--- src/sv/kedt_pkg.sv ---
// shared constants for the keyed event debounce table
package kedt_pkg;

    localparam int SLOTS_DEF     = 16;
    localparam int KEY_BITS_DEF  = 32;
    localparam int TIME_BITS_DEF = 48;

    localparam logic [31:0] DEBOUNCE_RST = 32'd1000;
    localparam logic [7:0]  DELETE_RST   = 8'd3;

    localparam int CFG_IDX_BITS = 1;
    localparam int CFG_DATA_BITS = 32;

    localparam logic [CFG_IDX_BITS-1:0] REG_DEBOUNCE = 1'd0;
    localparam logic [CFG_IDX_BITS-1:0] REG_DELETE   = 1'd1;

    // operation codes
    localparam logic [1:0] OP_ADD     = 2'd0;
    localparam logic [1:0] OP_CLOSE   = 2'd1;
    localparam logic [1:0] OP_DELETE  = 2'd2;
    localparam logic [1:0] OP_PROCESS = 2'd3;

endpackage

--- src/sv/kedt_if.sv ---
// valid/ready channel interfaces for input and result words
interface kedt_in_if #(
    parameter int KEY_BITS  = kedt_pkg::KEY_BITS_DEF,
    parameter int TIME_BITS = kedt_pkg::TIME_BITS_DEF
);
    logic                 valid;
    logic                 ready;
    logic [1:0]           operation;
    logic [KEY_BITS-1:0]  key;
    logic [7:0]           ev_code;
    logic [TIME_BITS-1:0] now_time;

    modport source (output valid, output operation, output key, output ev_code,
                    output now_time, input ready);
    modport sink (input valid, input operation, input key, input ev_code,
                  input now_time, output ready);
endinterface

interface kedt_out_if;
    logic        valid;
    logic        ready;
    logic [31:0] entry_key;
    logic [7:0]  entry_event;
    logic        carries_entry;
    logic        last_of_run;
    logic [4:0]  flushed_total;
    logic [4:0]  pending_total;

    modport source (output valid, output entry_key, output entry_event,
                    output carries_entry, output last_of_run, output flushed_total,
                    output pending_total, input ready);
    modport sink (input valid, input entry_key, input entry_event,
                  input carries_entry, input last_of_run, input flushed_total,
                  input pending_total, output ready);
endinterface

--- src/sv/keyed_event_debounce_table.sv ---
// keyed event debounce table top level
//
//  channel   dir  handshake       contents
//  in_ch     in   valid/ready     operation, key, ev_code, now_time
//  out_ch    out  valid/ready     entry_key, entry_event, carries_entry, last_of_run,
//                                 flushed_total, pending_total
//  cfg       in   i_cfg_we        i_cfg_idx, i_cfg_data
//
// each word scans the slot memory one entry per cycle while the scan is not stalled,
// through a single port with a registered read, then a write-back or final state.
// a flushed entry waits in a one-entry holding register so the final one can be flagged;
// the scan stalls while the holding and output registers are both full.
// reset clears valid bits and the active count directly; no clearing pass.
// a stalled output holds the scan until the result word is taken.
module keyed_event_debounce_table #(
    parameter int SLOTS     = kedt_pkg::SLOTS_DEF,
    parameter int KEY_BITS  = kedt_pkg::KEY_BITS_DEF,
    parameter int TIME_BITS = kedt_pkg::TIME_BITS_DEF
) (
    input  logic                                 i_clk,
    input  logic                                 i_rst_n,
    input  logic                                 i_cfg_we,
    input  logic [kedt_pkg::CFG_IDX_BITS-1:0]    i_cfg_idx,
    input  logic [kedt_pkg::CFG_DATA_BITS-1:0]   i_cfg_data,
    kedt_in_if.sink                              in_ch,
    kedt_out_if.source                           out_ch
);
    localparam int IW = (SLOTS > 1) ? $clog2(SLOTS) : 1;
    localparam int CW = $clog2(SLOTS + 1);
    localparam int MW = KEY_BITS + 8 + TIME_BITS + 1;
    localparam int AW = (TIME_BITS > 32) ? TIME_BITS : 32;

    typedef enum logic [3:0] {
        S_IDLE  = 4'b0001,
        S_SCAN  = 4'b0010,
        S_WRITE = 4'b0100,
        S_LAST  = 4'b1000
    } t_state;

    // slot memory: {key, event, time, forced}
    logic [MW-1:0] mem [SLOTS];
    logic [MW-1:0] r_rd;
    logic [SLOTS-1:0] r_valid;

    t_state r_state;
    logic [IW:0] r_ra;          // read address counter
    logic        r_rv;          // read data valid this cycle
    logic [IW-1:0] r_ri;        // index of r_rd
    logic [31:0] r_deb;
    logic [7:0]  r_del;
    logic [1:0]  r_op;
    logic [KEY_BITS-1:0] r_key;
    logic [7:0] r_ev;
    logic [TIME_BITS-1:0] r_now;
    logic r_hit;
    logic [IW-1:0] r_hidx;
    logic [MW-1:0] r_hdat;
    logic r_free;
    logic [IW-1:0] r_fidx;
    logic [IW-1:0] r_oidx;
    logic [TIME_BITS-1:0] r_otime;
    logic [CW-1:0] r_act;
    logic [CW-1:0] r_nflush;

    // holding register for the most recent flushed entry
    logic r_pv;
    logic [31:0] r_pkey;
    logic [7:0] r_pev;
    logic [4:0] r_ppnd;

    // output register
    logic r_ov;
    logic [31:0] r_okey;
    logic [7:0] r_oev;
    logic r_ocar, r_olast;
    logic [4:0] r_oflt, r_opnd;

    logic rd_en;
    logic [KEY_BITS-1:0] m_key;
    logic [7:0] m_ev;
    logic [TIME_BITS-1:0] m_time;
    logic m_forced;
    logic m_vld;
    logic m_ready;
    logic [TIME_BITS-1:0] age;
    logic we;
    logic [IW-1:0] wa;
    logic [MW-1:0] wd;
    logic out_free;
    logic stall;
    logic flush_go;
    logic ov_load;

    assign out_free = !r_ov || out_ch.ready;
    assign in_ch.ready = (r_state == S_IDLE);

    // read while scanning, stall process scan if a ready entry cannot be held
    assign {m_key, m_ev, m_time, m_forced} = r_rd;
    assign m_vld = r_valid[r_ri];
    assign age = r_now - m_time;
    assign m_ready = m_vld && (m_forced ||
                     (m_time != '0 && AW'(age) >= AW'(r_deb)));
    assign stall = r_rv && (r_op == kedt_pkg::OP_PROCESS) && m_ready && r_pv && !out_free;
    assign flush_go = (r_state == S_SCAN) && r_rv && (r_op == kedt_pkg::OP_PROCESS) &&
                      m_ready && !stall;
    assign ov_load = (flush_go && r_pv) || (r_state == S_LAST && out_free);
    assign rd_en = (r_state == S_SCAN) && (r_ra < (IW+1)'(SLOTS)) && !stall;

    always_ff @(posedge i_clk) begin
        if (rd_en) begin
            r_rd <= mem[r_ra[IW-1:0]];
        end
        if (we) begin
            mem[wa] <= wd;
        end
    end

    // write-back data for add, close and delete
    always_comb begin
        we = (r_state == S_WRITE) && (r_hit || r_op != kedt_pkg::OP_CLOSE);
        wa = r_hit ? r_hidx : (r_free ? r_fidx : r_oidx);
        wd = r_hdat;
        if (r_hit) begin
            case (r_op)
                kedt_pkg::OP_ADD: begin
                    wd[TIME_BITS:1] = r_now;
                    if (r_ev != r_del) begin
                        wd[TIME_BITS+8:TIME_BITS+1] = r_ev;
                    end
                end
                kedt_pkg::OP_CLOSE: begin
                    wd[TIME_BITS:1] = '0;
                    wd[0] = 1'b1;
                end
                default: begin
                    wd[TIME_BITS+8:TIME_BITS+1] = r_del;
                    wd[TIME_BITS:1] = '0;
                    wd[0] = 1'b1;
                end
            endcase
        end else if (r_op == kedt_pkg::OP_ADD) begin
            wd = {r_key, r_ev, r_now, 1'b0};
        end else begin
            wd = {r_key, r_del, {TIME_BITS{1'b0}}, 1'b1};
        end
    end

    // control sequencer
    always_ff @(posedge i_clk) begin
        if (!i_rst_n) begin
            r_state <= S_IDLE;
            r_valid <= '0;
            r_act <= '0;
            r_ov <= 1'b0;
            r_rv <= 1'b0;
            r_pv <= 1'b0;
            r_deb <= kedt_pkg::DEBOUNCE_RST;
            r_del <= kedt_pkg::DELETE_RST;
        end else begin
            if (i_cfg_we) begin
                case (i_cfg_idx)
                    kedt_pkg::REG_DEBOUNCE: r_deb <= i_cfg_data;
                    kedt_pkg::REG_DELETE:   r_del <= i_cfg_data[7:0];
                    default: ;
                endcase
            end
            // output valid: load a new word or drop the taken one
            if (ov_load) begin
                r_ov <= 1'b1;
            end else if (out_ch.ready) begin
                r_ov <= 1'b0;
            end
            case (r_state)
                S_IDLE: begin
                    if (in_ch.valid) begin
                        r_op <= in_ch.operation;
                        r_key <= in_ch.key;
                        r_ev <= in_ch.ev_code;
                        r_now <= in_ch.now_time;
                        r_ra <= '0;
                        r_rv <= 1'b0;
                        r_hit <= 1'b0;
                        r_free <= 1'b0;
                        r_oidx <= '0;
                        r_nflush <= '0;
                        r_pv <= 1'b0;
                        r_state <= S_SCAN;
                    end
                end
                S_SCAN: begin
                    if (rd_en) begin
                        r_ra <= r_ra + (IW+1)'(1);
                        r_ri <= r_ra[IW-1:0];
                    end
                    r_rv <= rd_en || stall;
                    if (flush_go) begin
                        r_valid[r_ri] <= 1'b0;
                        r_act <= r_act - CW'(1);
                        r_nflush <= r_nflush + CW'(1);
                        // previous held entry moves to the output register
                        if (r_pv) begin
                            r_okey <= r_pkey;
                            r_oev <= r_pev;
                            r_ocar <= 1'b1;
                            r_olast <= 1'b0;
                            r_oflt <= '0;
                            r_opnd <= r_ppnd;
                        end
                        r_pv <= 1'b1;
                        r_pkey <= 32'(m_key);
                        r_pev <= m_ev;
                        r_ppnd <= 5'(r_act - CW'(1));
                    end else if (r_rv && r_op != kedt_pkg::OP_PROCESS) begin
                        if (m_vld && m_key == r_key && !r_hit) begin
                            r_hit <= 1'b1;
                            r_hidx <= r_ri;
                            r_hdat <= r_rd;
                        end
                        if (!m_vld && !r_free) begin
                            r_free <= 1'b1;
                            r_fidx <= r_ri;
                        end
                        if (m_vld && (r_ri == '0 || m_time < r_otime)) begin
                            r_oidx <= r_ri;
                            r_otime <= m_time;
                        end
                    end
                    if (!rd_en && r_ra == (IW+1)'(SLOTS) && !stall) begin
                        r_state <= (r_op == kedt_pkg::OP_PROCESS) ? S_LAST : S_WRITE;
                    end
                end
                S_WRITE: begin
                    if (!r_hit && r_op != kedt_pkg::OP_CLOSE) begin
                        r_valid[wa] <= 1'b1;
                        if (r_free) begin
                            r_act <= r_act + CW'(1);
                        end
                    end
                    r_state <= S_IDLE;
                end
                S_LAST: begin
                    // final word: held entry flagged last, or the empty word
                    if (out_free) begin
                        r_okey <= r_pv ? r_pkey : 32'd0;
                        r_oev <= r_pv ? r_pev : 8'd0;
                        r_ocar <= r_pv;
                        r_olast <= 1'b1;
                        r_oflt <= 5'(r_nflush);
                        r_opnd <= r_pv ? r_ppnd : 5'(r_act);
                        r_pv <= 1'b0;
                        r_state <= S_IDLE;
                    end
                end
                default: r_state <= S_IDLE;
            endcase
        end
    end

    assign out_ch.valid = r_ov;
    assign out_ch.entry_key = r_okey;
    assign out_ch.entry_event = r_oev;
    assign out_ch.carries_entry = r_ocar;
    assign out_ch.last_of_run = r_olast;
    assign out_ch.flushed_total = r_oflt;
    assign out_ch.pending_total = r_opnd;
endmodule

--- src/flat_wrapper.sv ---
// flat-port wrapper written by rule: the top's interface ports become plain ports
module keyed_event_debounce_table_flat 
#(
    parameter int SLOTS     = kedt_pkg::SLOTS_DEF,
    parameter int KEY_BITS  = kedt_pkg::KEY_BITS_DEF,
    parameter int TIME_BITS = kedt_pkg::TIME_BITS_DEF
)
  (i_clk, i_rst_n, i_cfg_we, i_cfg_idx, i_cfg_data, in_ch_valid, in_ch_operation, in_ch_key, in_ch_ev_code, in_ch_now_time, in_ch_ready, out_ch_valid, out_ch_entry_key, out_ch_entry_event, out_ch_carries_entry, out_ch_last_of_run, out_ch_flushed_total, out_ch_pending_total, out_ch_ready);
  kedt_in_if #(.KEY_BITS(KEY_BITS), .TIME_BITS(TIME_BITS)) in_ch_i ();
  kedt_out_if out_ch_i ();
  input  logic i_clk;
  input  logic i_rst_n;
  input  logic i_cfg_we;
  input  logic [kedt_pkg::CFG_IDX_BITS-1:0] i_cfg_idx;
  input  logic [kedt_pkg::CFG_DATA_BITS-1:0] i_cfg_data;
  input wire logic [$bits(in_ch_i.valid)-1:0] in_ch_valid;
  input wire logic [$bits(in_ch_i.operation)-1:0] in_ch_operation;
  input wire logic [$bits(in_ch_i.key)-1:0] in_ch_key;
  input wire logic [$bits(in_ch_i.ev_code)-1:0] in_ch_ev_code;
  input wire logic [$bits(in_ch_i.now_time)-1:0] in_ch_now_time;
  output wire logic [$bits(in_ch_i.ready)-1:0] in_ch_ready;
  output wire logic [$bits(out_ch_i.valid)-1:0] out_ch_valid;
  output wire logic [$bits(out_ch_i.entry_key)-1:0] out_ch_entry_key;
  output wire logic [$bits(out_ch_i.entry_event)-1:0] out_ch_entry_event;
  output wire logic [$bits(out_ch_i.carries_entry)-1:0] out_ch_carries_entry;
  output wire logic [$bits(out_ch_i.last_of_run)-1:0] out_ch_last_of_run;
  output wire logic [$bits(out_ch_i.flushed_total)-1:0] out_ch_flushed_total;
  output wire logic [$bits(out_ch_i.pending_total)-1:0] out_ch_pending_total;
  input wire logic [$bits(out_ch_i.ready)-1:0] out_ch_ready;
  assign in_ch_i.valid = in_ch_valid;
  assign in_ch_i.operation = in_ch_operation;
  assign in_ch_i.key = in_ch_key;
  assign in_ch_i.ev_code = in_ch_ev_code;
  assign in_ch_i.now_time = in_ch_now_time;
  assign in_ch_ready = in_ch_i.ready;
  assign out_ch_valid = out_ch_i.valid;
  assign out_ch_entry_key = out_ch_i.entry_key;
  assign out_ch_entry_event = out_ch_i.entry_event;
  assign out_ch_carries_entry = out_ch_i.carries_entry;
  assign out_ch_last_of_run = out_ch_i.last_of_run;
  assign out_ch_flushed_total = out_ch_i.flushed_total;
  assign out_ch_pending_total = out_ch_i.pending_total;
  assign out_ch_i.ready = out_ch_ready;
  keyed_event_debounce_table #(.SLOTS(SLOTS), .KEY_BITS(KEY_BITS), .TIME_BITS(TIME_BITS)) u_core (.i_clk(i_clk), .i_rst_n(i_rst_n), .i_cfg_we(i_cfg_we), .i_cfg_idx(i_cfg_idx), .i_cfg_data(i_cfg_data), .in_ch(in_ch_i), .out_ch(out_ch_i));
endmodule
--- config.mk ---
export PLATFORM = sky130hd
export DESIGN_NAME = keyed_event_debounce_table_flat
export DESIGN_NICKNAME = d
export VERILOG_FILES = /design/src/sv/kedt_pkg.sv /design/src/sv/kedt_if.sv /design/src/sv/keyed_event_debounce_table.sv /design/src/flat_wrapper.sv
export SDC_FILE = /design/constraint.sdc
export NUM_CORES = 2
export LEC_CHECK = 0
export BUFFER_PORTS_ARGS = -buffer_cell sky130_fd_sc_hd__buf_4
export CAP_MARGIN = 10
export CORE_ASPECT_RATIO = 1.5
export CORE_MARGIN = 3
export CORE_UTILIZATION = 27
export DETAILED_ROUTE_END_ITERATION = 16
export GPL_TIMING_DRIVEN = 0
export SLEW_MARGIN = 25
export SYNTH_ARGS = -nofsm -noshare
export SYNTH_HDL_FRONTEND = slang
export SYNTH_SLANG_ARGS = --single-unit
--- constraint.sdc ---
create_clock -name i_clk -period 9.29 [get_ports i_clk]
set_clock_uncertainty 0.15 [all_clocks]
set_input_delay 0.4645 -clock i_clk [delete_from_list [all_inputs] [get_ports i_clk]]
set_output_delay 0.4645 -clock i_clk [all_outputs]
set_load 0.01 [all_outputs]
[Word-level counts from Yosys, hierarchy flattened]
Memories as Yosys holds them, arrays and structs flattened. A register that Yosys moved wholly into a read port is not among the register bits.
Cells that the tools add are included.
W data, S select, Z words.
Word-level totals
  register bits: 420
  memory bits (writable): 1424
  bits of input ports: 128
  output and inout port bits: 54
  logic and storage cells: 219
  memories: 1
Operators by class
  $add $sub $neg: 5
  $lt $le $gt $ge: 7
  eq/ne operators: 24
  muxes and demuxes: 81
  bitwise gates (word level): 5
  reduce and logical (&&, ||, !) cells: 65
Memories
  u_core.mem: depth 16, width 89, rd ports 1, clocked after memory_dff 1, write ports 1, RTL line keyed_event_debounce_table.sv:41  | logic [MW-1:0] mem [SLOTS];
Operators by type and width (count)
  $mux W32: 5
  $mux W57: 2
  $mux W5: 13
  $pmux W32 S2: 1
  $pmux W5 S2: 5
  $ge A48 B32 Y1: 1
  $lt A48 B48 Y1: 1
  $mux W48: 1
  $reduce_bool A48 Y1: 1
  $sub A48 B48 Y48: 1
  $mux W4: 10
  $mux W8: 5
  $eq A32 B32 Y1: 1
  $mux W16: 2
  $pmux W16 S2: 1
  $pmux W8 S2: 2
  $logic_and A1 B1 Y1: 25
  $mux W1: 23
  $reduce_and A5 Y1: 4
  $ne A2 B2 Y1 const B: 9
  $reduce_and A6 Y1: 3
  $and A16 B16 Y16: 1
  $not A16 Y16: 1
  $or A16 B16 Y16: 1
  other kinds (30): 68

[Longest topological paths before layout]
  word-level depth: 15
  mapped depth: 27
  depth with buffers taken out: 25

[Worst setup path before layout]
Ideal clock, no wire load.
  path kind: register to register
  start: register u_core.r_rd[9], read port of u_core.mem
  end: register u_core.r_ra[0], enable pin
  setup time: 0.313 ns
  arrival: 8.218 ns
  required time: 8.827 ns
  slack: 0.609 ns
  stages on the path, launching flop included: 27
  buffers on the path: 1
  period minus slack after synthesis: 8.681 ns
  cells stage by stage: edfxtp_1 -> inv_1 -> ha_1 -> buf_2 -> a21oi_1 -> o21ai_0 -> a21oi_1 -> a21oi_1 -> nor2_1 -> o21ai_0 -> a31oi_1 -> o21bai_1 -> a21o_1 -> a21oi_1 -> xnor2_1 -> ha_1 -> a21oi_1 -> o21ai_0 -> a211oi_2 -> o2111ai_1 -> nor3_2 -> o21a_1 -> nor4bb_1 -> nand4_1 -> o21ai_1 -> nor3b_2 -> o21ba_2
On the way
  longest elaborated chain between the ends: 12
  elaborated cells between the ends (all ways): 13
  classes of those cells: 1 x add/sub; 1 x order compare; 1 x eq/ne; 10 x reduce/logical
RTL lines
  start, declared: RTL line keyed_event_debounce_table.sv:42  | logic [MW-1:0] r_rd;
  $sub A48 B48 Y48: RTL line keyed_event_debounce_table.sv:100  | assign age = r_now - m_time;
  $ge A48 B32 Y1: RTL line keyed_event_debounce_table.sv:102  | (m_time != '0 && AW'(age) >= AW'(r_deb)));
  $logic_and A1 B1 Y1 *: RTL line keyed_event_debounce_table.sv:102
  $logic_or A1 B1 Y1 *: RTL line keyed_event_debounce_table.sv:101  | assign m_ready = m_vld && (m_forced ||
  $logic_and A1 B1 Y1 *: RTL line keyed_event_debounce_table.sv:101
  $logic_and A1 B1 Y1 * (3 in series): RTL line keyed_event_debounce_table.sv:103  | assign stall = r_rv && (r_op == kedt_pkg::OP_PROCESS) && m_ready && r_pv && !out_free;
  $logic_not A1 Y1 *: RTL line keyed_event_debounce_table.sv:107  | assign rd_en = (r_state == S_SCAN) && (r_ra < (IW+1)'(SLOTS)) && !stall;
  $logic_and A1 B1 Y1 *: RTL line keyed_event_debounce_table.sv:107
  net u_core.rd_en: RTL line keyed_event_debounce_table.sv:78  | logic rd_en;
  $ne A2 B1 Y1 (no source line) *
  $reduce_and A4 Y1 (no source line) *
  end signal, assigned: RTL line keyed_event_debounce_table.sv:192  | r_ra <= r_ra + (IW+1)'(1);
  end, declared: RTL line keyed_event_debounce_table.sv:46  | logic [IW:0] r_ra;
Mark *: on every way through the listed nets, which the timed path passes. The rest lies on a longest branch.
A chain may end at the register's enable or synchronous reset.

[Final worst setup path]
  start: register u_core.r_now[6]
  end: register u_core.r_rd[57], read port of u_core.mem, enable pin
On the way
  longest elaborated chain between the ends: 10
RTL lines
  start, declared: RTL line keyed_event_debounce_table.sv:54  | logic [TIME_BITS-1:0] r_now;
  start signal, assigned: RTL line keyed_event_debounce_table.sv:179  | r_now <= in_ch.now_time;
  $sub A48 B48 Y48: RTL line keyed_event_debounce_table.sv:100
  $ge A48 B32 Y1: RTL line keyed_event_debounce_table.sv:102
  $logic_and A1 B1 Y1: RTL line keyed_event_debounce_table.sv:102
  $logic_or A1 B1 Y1: RTL line keyed_event_debounce_table.sv:101
  $logic_and A1 B1 Y1: RTL line keyed_event_debounce_table.sv:101
  $logic_and A1 B1 Y1 (3 in series): RTL line keyed_event_debounce_table.sv:103
  $logic_not A1 Y1: RTL line keyed_event_debounce_table.sv:107
  $logic_and A1 B1 Y1: RTL line keyed_event_debounce_table.sv:107
  net u_core.rd_en: RTL line keyed_event_debounce_table.sv:78
The timed path passes the listed nets, and every way through them passes these cells.

==> out/metrics.cfg <==
[logic_synthesis]
avgSynthCellArea_sq_um = 19.37
synth.most_common_cell = edfxtp_1
synth_common_cells = edfxtp_1, mux4_2, nand2_1
synth-compound-area-share = 0.03249
synth_nets = 4166
synthAdderAreaFrac = 0.02192
synth_top_area_frac = 0.7210
synth_xor_area_frac = 0.009838
seq_area_frac_synth = 0.7390
yosys_most_used_dff = edfxtp_1
async_reset_ff_frac = 0
synth-simple-area-share = 0.03935
synth_top_family_by_area = multiplexers
syn_inst = 3906
synth_edf_count = 1817
yosysWarnings = 0
muxShareOfSynthArea = 0.1408
synth_top_cell_by_area = edfxtp_1
synth_area_leaders = edfxtp_1, mux4_2, ha_1, dfxtp_1, a21oi_1
ys_seq_elements = 1885
yosysUniqueCellTypes = 86
syn-cell-area_sq_um = 75680

[finish]
utilization = 0.3341
drive_gt1_frac = 0.2630
final_area_sq_um = 93040
stdcell_count = 8417
area_growth_pct = 22.95
fillers = 26200
fin_nets = 4821

[placed_design]
dpl.cell_count = 7942
dpl.hpwl_um = 162300
place_area_sq_um = 85420
io_buffers = 181
gp_congestion = 0.8882

[route]
wl_um = 227100
via_per_inst = 4.818
drcViolationCount = 0
drtIter0Drc = 4296
final_antenna_net_count = 0
vias = 40560
drt_first_pass_iters = 9
wl_per_cell_um = 26.98

[pwr]
ir_worst_vdd_v = 0.0001523
finalPower_w = 0.02081
power.density_nw_per_um2 = 223.7
p_leak_nw = 30.27

[worst_setup_path]
critPathMaxFanout = 10
worstPathArrival_ps = 7680
critical-path-top-delay-family = compound AO/OA/AOI/OAI gates
required_ps = 9690
path_buf_inv = 4
start_kind = register
cp-end-kind = register
crit_top_cell = a21oi_1
critPathSlowestCell = edfxtp_1
worstSetupPathType = reg2reg
slowest_delay_ps = 560

[floorplan]
num_rows = 237
ioPinCount = 182
design.core.area_sq_um = 278400
chipWidth_um = 438.3
dieHeight_um = 654.4
die_area_sq_um = 286800
initial_utilization = 0.2718

[grt]
grt_overflow = 0
grt_usage = 0.1557
grt_max_degree = 25
grt_first_pass_wirelength_um = 317400
grt_pass1_vias = 41810
antenna_found_initial = 12

[sta]
hold_violations = 0
max_freq_mhz = 137.3
setup_violations = 0
slew_headroom = 0.2586
drv_slew = 0
min_period_ps = 7284
fin_setup_tns_ps = 0
worst_pin_slew_ps = 1105
period_share = 0.7841
rsz0062_at_grt = no

[job]
cap_violations = 0

[worst_hold_path]
hold_path_class = in2reg

[clock_network]
h-tree-depth = 4
cts_buffer_depth = 4
cts_setup_buffers = 0
clkSlewWorstSetupHoldPaths_ps = 70
cts_tree = yes
cts-root-buf = clkbuf_16
cts_buffers = 187
clock_sinks = 1885
clk_latency_ps = 860

[run_status]
status = complete, no violations

==> cell usage in the layout (no fill, tap or decap), types with 37 or more instances in the layout <==
master | netlist | final
and2_1 | 67 | 66
xnor2_1 | 69 | 67
mux2_2 | 37 | 37
clkbuf_1 | 104 | 102
buf_2 | 21 | 55
buf_12 | 0 | 48
nor2_1 | 118 | 99
clkinv_1 | 2 | 38
inv_1 | 152 | 152
nor2b_1 | 48 | 48
buf_16 | 0 | 81
o21ai_0 | 66 | 63
clkbuf_16 | 0 | 191
nand4_1 | 43 | 43
ha_1 | 131 | 131
buf_4 | 3 | 187
a21o_1 | 46 | 46
nand2_1 | 183 | 183
dfxtp_1 | 68 | 68
mux4_2 | 450 | 450
a21oi_1 | 148 | 147
dlygate4sd3_1 | 0 | 133
edfxtp_1 | 1817 | 1817
==> state kept, by name, indices dropped and copies added, names as in the netlist, 16 cells and up <==
register and flops:
u_core.r_now 48, u_core.r_valid 16, u_core.r_key 32, u_core.out_ch.entry_key 32, u_core.r_otime 48, u_core.r_pkey 32
u_core.r_hdat 41, u_core.mem 1424, u_core.r_deb 32, u_core.r_rd 89
==> cells by family (layout without fill, tap and decap cells) <==
logic type | count (synthesis) | in the layout
DFF | 1885 | 1885
and+or+nand+nor | 590 | 590
muxes | 497 | 497
AOI/OAI and AO/OA | 392 | 392
buffers and inverters | 325 | 1127
adders and majority gates | 132 | 132
xor gates and xnor gates | 85 | 85
other | 0 | 5
==> final timing paths <==
kind         slack [ps]  depth (start not counted)                 end          startpoint
min reg2reg         300                          2  u_core.r_valid[12]  u_core.r_valid[12]
max                2010                         27     u_core.r_rd[57]     u_core.r_now[6]
max reg2reg        2010                         27     u_core.r_rd[57]     u_core.r_now[6]
min                  60                          5     u_core.r_deb[2]            i_cfg_we
==> routing by layer <==
metal / global-route usage / vias to the layer above / wire, um
li1: - / 17100 / -
met1: 0.1897 / 21420 / 85970
met2: 0.2683 / 1611 / 114300
met3: 0.02719 / 419 / 15280
met4: 0.07100 / 2 / 11480
met5: 0 / - / 17
==> where the power goes <==
group	internal (W)	switching, W	total [W]
registers	0.00964	0.000158	0.00980
clock network	0.00456	0.00330	0.00786
logic	0.00133	0.00182	0.00315
total	0.0155	0.00528	0.0208
==> worst reg2reg max path: stages (launching register included) <==
cell and delay (ps):
edfxtp_1 560, ha_1 460, a21oi_1 320, o21ai_0 140
a21oi_1 510, a21oi_1 130, nor2_1 180, o21ai_0 160
a31oi_1 380, o21bai_1 190, a21o_1 200, a21oi_1 170
xnor2_1 160, ha_1 270, a21oi_1 130, o21ai_0 150
a211oi_2 240, o2111ai_1 140, nor3_2 230, o21a_1 140
nor4bb_1 220, nand4_1 220, o21ai_1 310, nor3b_4 440
buf_6 240, buf_8 180, buf_6 180, buf_6 170
==> layout make-up <==
class,count,area (sq um),share of cell area
buffer,170,755.7,0.008123
multi-input combinational,1696,18710,0.2011
antenna,5,12.51,0.0001345
inverter,155,581.8,0.006253
sequential,1885,55920,0.6011
clock inverter,116,1348,0.01448
clock buffer,220,4918,0.05286
timing repair buffer,466,6156,0.06616
tap,3704,4634,0.04981
==> metrics by stage <==
stage	setup slack, ps	hold WS (ps)
final	2006	55.06
after global routing	1524	73.26
after CTS	2010	2.368
after detailed placement	2043	288.1
after global placement	-5535	291.0
after floorplan	609.2	269.6
==> repair_timing <==
action	4_1_cts	5_1_grt
resized for setup	0	0
hold endpoints to repair	138	0
hold buffers	133	0
Power figures use the tool's default switching activity.
